===== src/rtl/crt_pkg.sv =====
`default_nettype none

package crt_pkg;

    // Default segment subdivision and coordinate precision
    localparam int STEPS_DEF      = 20;
    localparam int COORD_BITS_DEF = 16;

    // Field widths on the stream ports
    localparam int COORD_W   = 16;
    localparam int OUT_W     = 18;
    localparam int IN_DATA_W = 32;
    localparam int OUT_DATA_W = 40;

    // Signed width of the forward-difference numerators (covers STEPS up to 31)
    localparam int NUM_W = 28;
    // Width of the integer part held by the quotient/remainder accumulators
    localparam int QW = 24;

endpackage : crt_pkg

`default_nettype wire


===== src/rtl/crt_div.sv =====
`default_nettype none

// Divider by a fixed divisor using reciprocal multiplication.
// Returns the floor quotient and the non-negative remainder of a signed value.
// The product with the scaled reciprocal gives a quotient that is low by at most
// one; the remainder is formed next and one compare and subtract fixes both.
// Result is valid with o_done after the multiply, remainder and correct phases.
module crt_div import crt_pkg::*; #(
    parameter int K_VAL = 2 * STEPS_DEF * STEPS_DEF * STEPS_DEF,
    parameter int KW    = $clog2(2 * STEPS_DEF * STEPS_DEF * STEPS_DEF + 1)
) (
    input  wire logic                    i_clk,
    input  wire logic                    i_rst_n,
    input  wire logic                    i_start,
    input  wire logic signed [NUM_W-1:0] i_num,
    output logic                         o_done,
    output logic [QW-1:0]                o_quo,
    output logic [KW-1:0]                o_rem
);

    // Reciprocal of the divisor scaled by 2^NUM_W
    localparam longint RECIP = (longint'(1) << NUM_W) / longint'(K_VAL);
    localparam logic [NUM_W-1:0] M_RECIP = NUM_W'(RECIP);
    localparam logic [NUM_W-1:0] K_WIDE  = NUM_W'(K_VAL);
    localparam logic [KW:0]      K_EXT   = (KW + 1)'(K_VAL);
    localparam logic [KW-1:0]    K_REM   = KW'(K_VAL);

    typedef enum logic [1:0] {PH_IDLE, PH_MUL, PH_REM, PH_FIX} t_phase;

    t_phase             r_phase;
    logic               r_done;
    logic               r_neg;
    logic [NUM_W-1:0]   r_mag;
    logic [NUM_W-1:0]   r_quo;
    logic [KW:0]        r_rem;

    logic [NUM_W-1:0]   abs_num;
    logic [2*NUM_W-1:0] prod;
    logic [NUM_W-1:0]   back;
    logic [NUM_W-1:0]   rem_wide;
    logic [QW-1:0]      quo_mag;
    logic [KW-1:0]      rem_fin;
    logic               rem_nz;

    // Magnitude, quotient estimate and estimated remainder
    always_comb begin
        abs_num  = i_num[NUM_W-1] ? NUM_W'(-i_num) : NUM_W'(i_num);
        prod     = r_mag * M_RECIP;
        back     = r_quo * K_WIDE;
        rem_wide = r_mag - back;
    end

    // Sequencer: capture, multiply, remainder, correct
    always_ff @(posedge i_clk) begin
        if (!i_rst_n) begin
            r_phase <= PH_IDLE;
            r_done  <= 1'b0;
        end else begin
            case (r_phase)
                PH_IDLE: begin
                    r_done <= 1'b0;
                    if (i_start) begin
                        r_mag   <= abs_num;
                        r_neg   <= i_num[NUM_W-1];
                        r_phase <= PH_MUL;
                    end
                end
                PH_MUL: begin
                    r_quo   <= prod[2*NUM_W-1:NUM_W];
                    r_phase <= PH_REM;
                end
                PH_REM: begin
                    r_rem   <= rem_wide[KW:0];
                    r_phase <= PH_FIX;
                end
                default: begin
                    // estimate one short: remainder still at or above the divisor
                    if (r_rem >= K_EXT) begin
                        r_rem <= r_rem - K_EXT;
                        r_quo <= r_quo + NUM_W'(1);
                    end
                    r_done  <= 1'b1;
                    r_phase <= PH_IDLE;
                end
            endcase
        end
    end

    // Fold the sign back in, rounding toward minus infinity
    always_comb begin
        quo_mag = r_quo[QW-1:0];
        rem_fin = r_rem[KW-1:0];
        rem_nz  = (rem_fin != '0);
        if (r_neg && rem_nz) begin
            o_quo = ~quo_mag;
            o_rem = K_REM - rem_fin;
        end else if (r_neg) begin
            o_quo = -quo_mag;
            o_rem = rem_fin;
        end else begin
            o_quo = quo_mag;
            o_rem = rem_fin;
        end
    end

    assign o_done = r_done;

endmodule : crt_div

`default_nettype wire


===== src/rtl/catmull_rom_curve_tessellator.sv =====
`default_nettype none

// Uniform Catmull-Rom tessellator.
// Slave stream: one control point per transaction, x in tdata[15:0], y in
// tdata[31:16], tlast marks the final point of a curve. Master stream: one
// curve sample per transaction, x in tdata[17:0] and y in tdata[35:18] (signed),
// tuser is the pen-down flag (0 = move at curve start), tlast marks the last
// sample caused by the input point.
// The first two points of a curve produce nothing, except that a tlast second
// point produces STEPS+1 samples of the only segment. Each later point produces
// STEPS+1 samples of the previous segment, and a tlast point adds STEPS+1 more
// for the closing segment. A single-point curve produces nothing.
// Per segment the shared divider runs six divisions by 2*STEPS^3 (forward
// differences for x and y) one after another during setup; then one sample
// per cycle is stepped out by forward differencing while the receiver accepts.
// A point holds the block through the setup and stepping of its segment, and a
// closing point through both of its segments. tready is high only while the
// block waits for a point. Output is a register: a stalled receiver holds the
// sample and pauses stepping, and a new point may be taken while the final
// sample still waits. Synchronous reset empties the curve history and the
// output register.
module catmull_rom_curve_tessellator import crt_pkg::*; #(
    parameter int STEPS      = STEPS_DEF,
    parameter int COORD_BITS = COORD_BITS_DEF
) (
    input  wire logic                  i_clk,
    input  wire logic                  i_rst_n,
    input  wire logic                  s_axis_tvalid,
    output logic                       s_axis_tready,
    input  wire logic [IN_DATA_W-1:0]  s_axis_tdata,  // point_x, point_y
    input  wire logic                  s_axis_tlast,  // end_of_curve
    output logic                       m_axis_tvalid,
    input  wire logic                  m_axis_tready,
    output logic [OUT_DATA_W-1:0]      m_axis_tdata,  // sample_x, sample_y, zero pad
    output logic                       m_axis_tuser,  // pen_down
    output logic                       m_axis_tlast   // last_sample
);

    localparam int K  = 2 * STEPS * STEPS * STEPS;
    localparam int KW = $clog2(K + 1);
    localparam int SW = $clog2(STEPS + 1);
    localparam logic [SW-1:0]          STEP_LAST = SW'(STEPS);
    localparam logic [KW:0]            K_EXT     = (KW + 1)'(K);
    localparam logic signed [NUM_W-1:0] S_SQ     = NUM_W'(STEPS * STEPS);
    localparam logic signed [NUM_W-1:0] S_ONE    = NUM_W'(STEPS);

    typedef enum logic [1:0] {S_IDLE, S_SETUP, S_WAIT, S_EMIT} t_state;
    typedef enum logic [1:0] {TERM_D1, TERM_D2, TERM_D3} t_term;

    // Value held as floor quotient and remainder by K
    typedef struct packed {
        logic [QW-1:0] q;
        logic [KW-1:0] r;
    } t_dm;

    function automatic t_dm dm_add(input t_dm a, input t_dm b);
        logic [KW:0] rs;
        logic [KW:0] rk;
        t_dm         res;
        rs = {1'b0, a.r} + {1'b0, b.r};
        rk = rs - K_EXT;
        if (rs >= K_EXT) begin
            res.r = rk[KW-1:0];
            res.q = a.q + b.q + QW'(1);
        end else begin
            res.r = rs[KW-1:0];
            res.q = a.q + b.q;
        end
        return res;
    endfunction

    t_state              r_state;
    logic [1:0]          r_seen;
    logic [COORD_W-1:0]  r_win_x [3];
    logic [COORD_W-1:0]  r_win_y [3];
    logic [COORD_W-1:0]  r_seg_x [4];
    logic [COORD_W-1:0]  r_seg_y [4];
    logic                r_start;
    logic                r_more;
    logic                r_lane;
    t_term               r_term;
    logic [SW-1:0]       r_step;
    logic                r_div_start;
    t_dm                 r_p  [2];
    t_dm                 r_d1 [2];
    t_dm                 r_d2 [2];
    t_dm                 r_d3 [2];
    logic                r_m_valid;
    logic [OUT_DATA_W-1:0] r_m_data;
    logic                r_m_user;
    logic                r_m_last;

    logic                in_acc;
    logic                emit;
    logic [COORD_W-1:0]  new_x;
    logic [COORD_W-1:0]  new_y;
    logic signed [NUM_W-1:0] a0, a1, a2, a3;
    logic signed [NUM_W-1:0] v_b, v_c, v_d, v_bb, v_cc, v_n1, v_n2, v_n3;
    logic signed [NUM_W-1:0] div_num;
    logic                div_done;
    logic [QW-1:0]       div_quo;
    logic [KW-1:0]       div_rem;
    t_dm                 div_res;
    t_dm                 n_p  [2];
    t_dm                 n_d1 [2];
    t_dm                 n_d2 [2];
    logic [QW-1:0]       coord [2];

    assign in_acc = s_axis_tvalid && s_axis_tready;
    assign emit   = (r_state == S_EMIT) && (!r_m_valid || m_axis_tready);
    assign new_x  = COORD_W'(s_axis_tdata[COORD_BITS-1:0]);
    assign new_y  = COORD_W'(s_axis_tdata[COORD_W+COORD_BITS-1:COORD_W]);

    // Forward-difference numerators of the selected coordinate
    always_comb begin
        a0 = $signed(NUM_W'(r_lane ? r_seg_y[0] : r_seg_x[0]));
        a1 = $signed(NUM_W'(r_lane ? r_seg_y[1] : r_seg_x[1]));
        a2 = $signed(NUM_W'(r_lane ? r_seg_y[2] : r_seg_x[2]));
        a3 = $signed(NUM_W'(r_lane ? r_seg_y[3] : r_seg_x[3]));
        v_b  = a2 - a0;
        v_c  = (a0 <<< 1) - (a1 <<< 2) - a1 + (a2 <<< 2) - a3;
        v_d  = a3 - a0 + ((a1 - a2) <<< 1) + (a1 - a2);
        v_bb = v_b * S_SQ;
        v_cc = v_c * S_ONE;
        v_n1 = v_bb + v_cc + v_d;
        v_n3 = (v_d <<< 2) + (v_d <<< 1);
        v_n2 = (v_cc <<< 1) + v_n3;
        case (r_term)
            TERM_D1: div_num = v_n1;
            TERM_D2: div_num = v_n2;
            default: div_num = v_n3;
        endcase
    end

    crt_div #(
        .K_VAL (K),
        .KW    (KW)
    ) u_div (
        .i_clk   (i_clk),
        .i_rst_n (i_rst_n),
        .i_start (r_div_start),
        .i_num   (div_num),
        .o_done  (div_done),
        .o_quo   (div_quo),
        .o_rem   (div_rem)
    );

    assign div_res = '{q: div_quo, r: div_rem};

    // Next sample per lane, and truncation toward zero of the current one
    always_comb begin
        for (int l = 0; l < 2; l++) begin
            n_p[l]  = dm_add(r_p[l], r_d1[l]);
            n_d1[l] = dm_add(r_d1[l], r_d2[l]);
            n_d2[l] = dm_add(r_d2[l], r_d3[l]);
            coord[l] = (r_p[l].q[QW-1] && (r_p[l].r != '0)) ? r_p[l].q + QW'(1)
                                                             : r_p[l].q;
        end
    end

    // Sequencer, curve history and output register
    always_ff @(posedge i_clk) begin
        if (!i_rst_n) begin
            r_state     <= S_IDLE;
            r_seen      <= '0;
            r_m_valid   <= 1'b0;
            r_div_start <= 1'b0;
        end else begin
            // one divider start per setup cycle
            r_div_start <= (r_state == S_SETUP);

            if (emit) begin
                r_m_valid <= 1'b1;
                r_m_data  <= {(OUT_DATA_W - 2 * OUT_W)'(0), coord[1][OUT_W-1:0],
                              coord[0][OUT_W-1:0]};
                r_m_user  <= !(r_start && (r_step == '0));
                r_m_last  <= (r_step == STEP_LAST) && !r_more;
            end else if (m_axis_tready) begin
                r_m_valid <= 1'b0;
            end

            case (r_state)
                S_IDLE: begin
                    if (in_acc) begin
                        r_win_x[0] <= r_win_x[1];
                        r_win_x[1] <= r_win_x[2];
                        r_win_x[2] <= new_x;
                        r_win_y[0] <= r_win_y[1];
                        r_win_y[1] <= r_win_y[2];
                        r_win_y[2] <= new_y;
                        if (s_axis_tlast) begin
                            r_seen <= '0;
                        end else if (r_seen != 2'd3) begin
                            r_seen <= r_seen + 2'd1;
                        end
                        r_lane <= 1'b0;
                        r_term <= TERM_D1;
                        if (r_seen == 2'd1 && s_axis_tlast) begin
                            // only segment of a two-point curve
                            r_seg_x[0] <= r_win_x[2];
                            r_seg_x[1] <= r_win_x[2];
                            r_seg_x[2] <= new_x;
                            r_seg_x[3] <= new_x;
                            r_seg_y[0] <= r_win_y[2];
                            r_seg_y[1] <= r_win_y[2];
                            r_seg_y[2] <= new_y;
                            r_seg_y[3] <= new_y;
                            r_start    <= 1'b1;
                            r_more     <= 1'b0;
                            r_state    <= S_SETUP;
                        end else if (r_seen >= 2'd2) begin
                            // first segment duplicates its leading point, later segments use the window
                            r_seg_x[0] <= (r_seen == 2'd2) ? r_win_x[1] : r_win_x[0];
                            r_seg_x[1] <= r_win_x[1];
                            r_seg_x[2] <= r_win_x[2];
                            r_seg_x[3] <= new_x;
                            r_seg_y[0] <= (r_seen == 2'd2) ? r_win_y[1] : r_win_y[0];
                            r_seg_y[1] <= r_win_y[1];
                            r_seg_y[2] <= r_win_y[2];
                            r_seg_y[3] <= new_y;
                            r_start    <= (r_seen == 2'd2);
                            r_more     <= s_axis_tlast;
                            r_state    <= S_SETUP;
                        end
                    end
                end

                S_SETUP: begin
                    r_state <= S_WAIT;
                end

                S_WAIT: begin
                    if (div_done) begin
                        case (r_term)
                            TERM_D1: r_d1[r_lane] <= div_res;
                            TERM_D2: r_d2[r_lane] <= div_res;
                            default: r_d3[r_lane] <= div_res;
                        endcase
                        case (r_term)
                            TERM_D1: begin
                                r_term  <= TERM_D2;
                                r_state <= S_SETUP;
                            end
                            TERM_D2: begin
                                r_term  <= TERM_D3;
                                r_state <= S_SETUP;
                            end
                            default: begin
                                r_term <= TERM_D1;
                                if (r_lane) begin
                                    // segment start sits exactly on the second point
                                    r_p[0]  <= '{q: QW'(r_seg_x[1]), r: '0};
                                    r_p[1]  <= '{q: QW'(r_seg_y[1]), r: '0};
                                    r_step  <= '0;
                                    r_state <= S_EMIT;
                                end else begin
                                    r_lane  <= 1'b1;
                                    r_state <= S_SETUP;
                                end
                            end
                        endcase
                    end
                end

                S_EMIT: begin
                    if (emit) begin
                        for (int l = 0; l < 2; l++) begin
                            r_p[l]  <= n_p[l];
                            r_d1[l] <= n_d1[l];
                            r_d2[l] <= n_d2[l];
                        end
                        r_step <= r_step + SW'(1);
                        if (r_step == STEP_LAST) begin
                            if (r_more) begin
                                // closing segment: end point duplicated
                                r_seg_x[0] <= r_win_x[0];
                                r_seg_x[1] <= r_win_x[1];
                                r_seg_x[2] <= r_win_x[2];
                                r_seg_x[3] <= r_win_x[2];
                                r_seg_y[0] <= r_win_y[0];
                                r_seg_y[1] <= r_win_y[1];
                                r_seg_y[2] <= r_win_y[2];
                                r_seg_y[3] <= r_win_y[2];
                                r_start    <= 1'b0;
                                r_more     <= 1'b0;
                                r_lane     <= 1'b0;
                                r_term     <= TERM_D1;
                                r_state    <= S_SETUP;
                            end else begin
                                r_state <= S_IDLE;
                            end
                        end
                    end
                end

                default: r_state <= S_IDLE;
            endcase
        end
    end

    assign s_axis_tready = (r_state == S_IDLE);
    assign m_axis_tvalid = r_m_valid;
    assign m_axis_tdata  = r_m_data;
    assign m_axis_tuser  = r_m_user;
    assign m_axis_tlast  = r_m_last;

    // Divider results arrive only while the sequencer waits for them
    a_done_in_wait: assert property (@(posedge i_clk) disable iff (!i_rst_n)
        div_done |-> (r_state == S_WAIT))
        else $error("divider finished outside of wait state");

    // Sample counter never runs past the segment end
    a_step_range: assert property (@(posedge i_clk) disable iff (!i_rst_n)
        (r_state == S_EMIT) |-> (r_step <= STEP_LAST))
        else $error("sample counter out of range");

    // Final sample of a point is flagged and returns the block to idle
    a_tail: assert property (@(posedge i_clk) disable iff (!i_rst_n)
        (emit && (r_step == STEP_LAST) && !r_more) |=>
            ((r_state == S_IDLE) && m_axis_tvalid && m_axis_tlast))
        else $error("last sample not flagged or block not idle");

endmodule : catmull_rom_curve_tessellator

`default_nettype wire


===== config.mk =====
export PLATFORM = sky130hd
export DESIGN_NAME = catmull_rom_curve_tessellator
export DESIGN_NICKNAME = d
export VERILOG_FILES = /design/src/rtl/crt_pkg.sv /design/src/rtl/crt_div.sv /design/src/rtl/catmull_rom_curve_tessellator.sv
export SDC_FILE = /design/constraint.sdc
export NUM_CORES = 2
export LEC_CHECK = 0
export ABC_AREA = 1
export BUFFER_PORTS_ARGS = -buffer_cell sky130_fd_sc_hd__buf_4
export CORE_ASPECT_RATIO = 1.4
export CORE_MARGIN = 2
export CORE_UTILIZATION = 42
export DETAILED_ROUTE_END_ITERATION = 6
export PLACE_DENSITY = 0.6
export SKIP_CTS_REPAIR_TIMING = 1
export SYNTH_ARGS = -nofsm -noshare
export SYNTH_HDL_FRONTEND = slang
export SYNTH_SLANG_ARGS = --single-unit

===== constraint.sdc =====
create_clock -name i_clk -period 13.55 [get_ports i_clk]
set_clock_uncertainty 0.05 [all_clocks]
set_input_delay 0.6775 -clock i_clk [delete_from_list [all_inputs] [get_ports i_clk]]
set_output_delay 0.6775 -clock i_clk [all_outputs]
set_load 0.03 [all_outputs]

==> results.md <==
Final layout:
- The final net count is 9241.
- The relative area change from synthesis to final layout is 8.19%.
- The finished layout cell area is 69500 um2.
- Cells with a size suffix above 1 make up 5.40% of the layout.

Yosys:
- After synthesis, the share of flip-flops with an asynchronous set or reset is 0%.
- The average cell area after synthesis is 7.80 um2.
- The count of flip-flops with a built-in enable after synthesis is 644.
- The mapped cell area is roughly 64000 um2.
- The Yosys warning count is 0.
- The synthesized netlist contains 79 unique library cells.
- The sequential share of the synthesized area is 30.4%.
- The dominant register cell in the synthesized netlist is edfxtp_1.
- The flip-flop and latch count after synthesis is ~650.
- The instance count of the mapped netlist is 8240.

CTS:
- TritonCTS built the clock tree.
- The H-tree depth is 3.
- The clock network latency to the later pin of the worst-skew pair is 710 ps.
- The clock slew seen by the registers of the worst setup and hold paths is ~60 ps.
- The clock passes through at most 3 buffers.
- The number of buffers inserted during clock tree synthesis is 73.
- The tree built by TritonCTS fans out to 653 sinks.
- The tree is rooted in a clkbuf_16.

Setup path:
- The reg-to-reg critical path startpoint is r_lane$_DFFE_PP_.
- The setup slack of the worst register-to-register path is ~3100 ps.
- The required time of the critical path is 13940 ps.
- The logic depth of the worst register-to-register path is 53.
- The cell that appears most often on the critical path is nand2_1.
- STA puts the critical path data arrival time at 10890 ps.
- Along the worst path, the maximum fanout reaches 54.
- For this run, the slowest stage of the critical path takes 540 ps.
- The endpoint kind of the worst setup timing path is a flop.
- The worst register-to-register path ends at u_div.r_mag[25]$_DFFE_PP_.
- On the critical path, the stage with the largest delay is an instance of fa_1.
- The critical path start-end classification is reg2reg.
- The startpoint class of the critical path is a flop.

GRT:
- Across every metal layer, demand over resource in global routing totals 26.3%.
- Entering global routing, the biggest net connects 91 pins.
- The sum of overflow across all layers after global routing is 0.
- The number of global-route vias before repair came to 55600.
- The first global-routing pass estimated between 300000 and 400000 um of wire.
- The initial antenna violation count is 8.

STA:
- Setup repair after global routing left no endpoint under its margin.
- The post-layout minimum cycle time is 10500 ps.
- The measured slew at the worst slew-check pin is between 1000 and 1500 ps.
- The final hold violation count was 0.
- The total of endpoints with negative setup slack in the final report is 0.
- Setup total negative slack on the finished layout was measured at 0 ps.
- The worst-case headroom to the max-slew limit is about a quarter.
- The setup slack of the critical path after layout is 3050 ps.
- Based on the critical path, the design can be clocked at up to 0.0953 GHz.
- The number of pins with negative max-slew slack in the final report is 0.
- After layout, the worst path uses around 77% of the clock period.

Routing:
- The number of remaining DRC errors is 0.
- The total wirelength of the detailed-routed design is 208000 um.
- The routed via count is approximately 56000.
- The first detailed-routing pass took 6 iterations.
- The final antenna-violating net count is 0.
- The detail-routed net length per standard cell is 20.1 um.
- The vias per cell is 5.41.
- After the first detailed-routing iteration, the DRC count stood at 3516.

Floorplanning:
- The standard cell core area is 152000 um2.
- Once the floorplan was initialized, standard cells occupied 42.4% of the core.
- The overall die area is 156000 um2.
- The number of primary I/O pins is 81.
- The die span in x is around 330 um.
- The vertical extent of the die is approximately 470 um.
- The cell row count is 169.

Min path:
- The type of the tightest min-delay check is in2reg.
- The hold path startpoint is s_axis_tdata[27].
- The worst hold path terminates at r_win_y[0][43]$_DFFE_PP_.
- The number of cells on the worst hold path is 1.

Placement:
- Summing all placed instances gives a cell area of roughly 67000 um2.
- Buffers placed on the I/O ports in this run total 76.
- The congestion estimate from routability-driven global placement came to approximately 0.96.
- The worst setup slack after placement is 3070 ps.
- Detailed placement finished with a half-perimeter wire length of between 150000 and 200000 um.

Outcome:
- The run finished with clean final reports.

Job:
- Across the run, the number of max-cap violations was 0.
critical path: cells and delay by family (launching register included):
family	cells	cell delay [ps]
AO/OA/AOI/OAI	15	2730
XOR/XNOR	3	700
adder cells (fa/ha/maj)	7	2910
buffers and inverters	10	1520
flip-flops	1	360
AND/OR/NAND/NOR	18	1930
metal layers:
metal	routed length, um	part of all wire (%)	vias up	GRT usage, %
met5	36	0.017	-	0
met4	12200	5.9	6	13.8
met2	107000	52	1207	49.2
met1	81700	39	26600	29.5
li1	-	-	27700	-
met3	6770	3.3	429	2.38
area by class of cell:
| cell class | count | area (um2) |
|---|---|---|
| repair buffers | 109 | 818 |
| diodes | 11 | 27.5 |
| well taps | 1966 | 2460 |
| multi-input cells | 6197 | 39500 |
| inverters | 1266 | 4770 |
| clock inverters | 47 | 499 |
| fillers | 15300 | 82100 |
| flip-flops and latches | 653 | 19500 |
| clock buffers | 83 | 1860 |
how the worst max path moves through the flow:
stage / from / endpoint / cells after the start
after detailed placement: r_lane$_DFFE_PP_ / u_div.r_mag[17]$_DFFE_PP_ / 51
final: r_lane$_DFFE_PP_ / u_div.r_mag[25]$_DFFE_PP_ / 53
after global routing: r_lane$_DFFE_PP_ / u_div.r_mag[17]$_DFFE_PP_ / 46
after global placement: r_lane$_DFFE_PP_ / u_div.r_mag[25]$_DFFE_PP_ / 53
after floorplan: r_lane$_DFFE_PP_ / u_div.r_mag[5]$_DFFE_PP_ / 54
after CTS: r_lane$_DFFE_PP_ / u_div.r_mag[17]$_DFFE_PP_ / 51
per-stage QoR:
step | utilization, % | cells | hold WS [ps]
floorplan | - | 8244 | 376
global placement | 44.3 | 10200 | 379
detailed placement | 44.3 | 10200 | 383
CTS | 45.8 | 10300 | 80.4
global route | 45.8 | 10300 | 101
finish | 45.8 | 10300 | 125
synthesized netlist by cell type, drive strengths merged (45+ instances only):
cell type	number	share of area (%)
nor3	116	1.0
ha	726	14
xnor2	143	2.0
buf	52	0.44
or2	82	0.80
nand2	1881	11
a21o	45	0.53
inv	1262	7.4
clkbuf	76	0.44
nand4	153	1.5
fa	178	5.5
o21bai	57	0.68
xor2	319	4.5
nand3	456	3.6
edfxtp	644	30
o21ai	576	4.6
nor2	667	4.0
a21oi	522	4.1
sequential cells by signal, indices dropped and copies added, names as in the netlist, 2 cells and up:
name	count
m_axis_tdata	36
r_d1	76
r_d2	76
r_d3	76
r_p	76
r_seen	2
r_seg_x	64
r_seg_y	64
r_state	2
r_step	5
r_term	2
r_win_x	48
r_win_y	48
u_div.r_mag	28
u_div.r_phase	2
u_div.r_quo	24
u_div.r_rem	15
layout by cell type (no fill, tap or decap), types with 141 or more instances in the layout:
cell | synthesis | final
xnor2_1 | 141 | 141
edfxtp_1 | 644 | 644
ha_1 | 726 | 726
nor2_1 | 648 | 645
xor2_1 | 309 | 309
a21oi_1 | 515 | 514
o21ai_0 | 531 | 522
nand3_1 | 446 | 446
nand4_1 | 153 | 153
nand2_1 | 1861 | 1857
fa_1 | 178 | 178
inv_1 | 1238 | 1236
cell families after synthesis:
kind of cell	Yosys count	synth area share (%)
buf+inv	1394	8.30
other cells	1	0.00584
compound gates	1375	12.0
fa+ha+maj	904	19.7
flops	653	30.4
simple gates	3447	23.1
mux	4	0.0662
xor+xnor	462	6.46
Power is not shown: default switching activity piles up to over one toggle a cycle in this logic, so the estimate is an artifact.
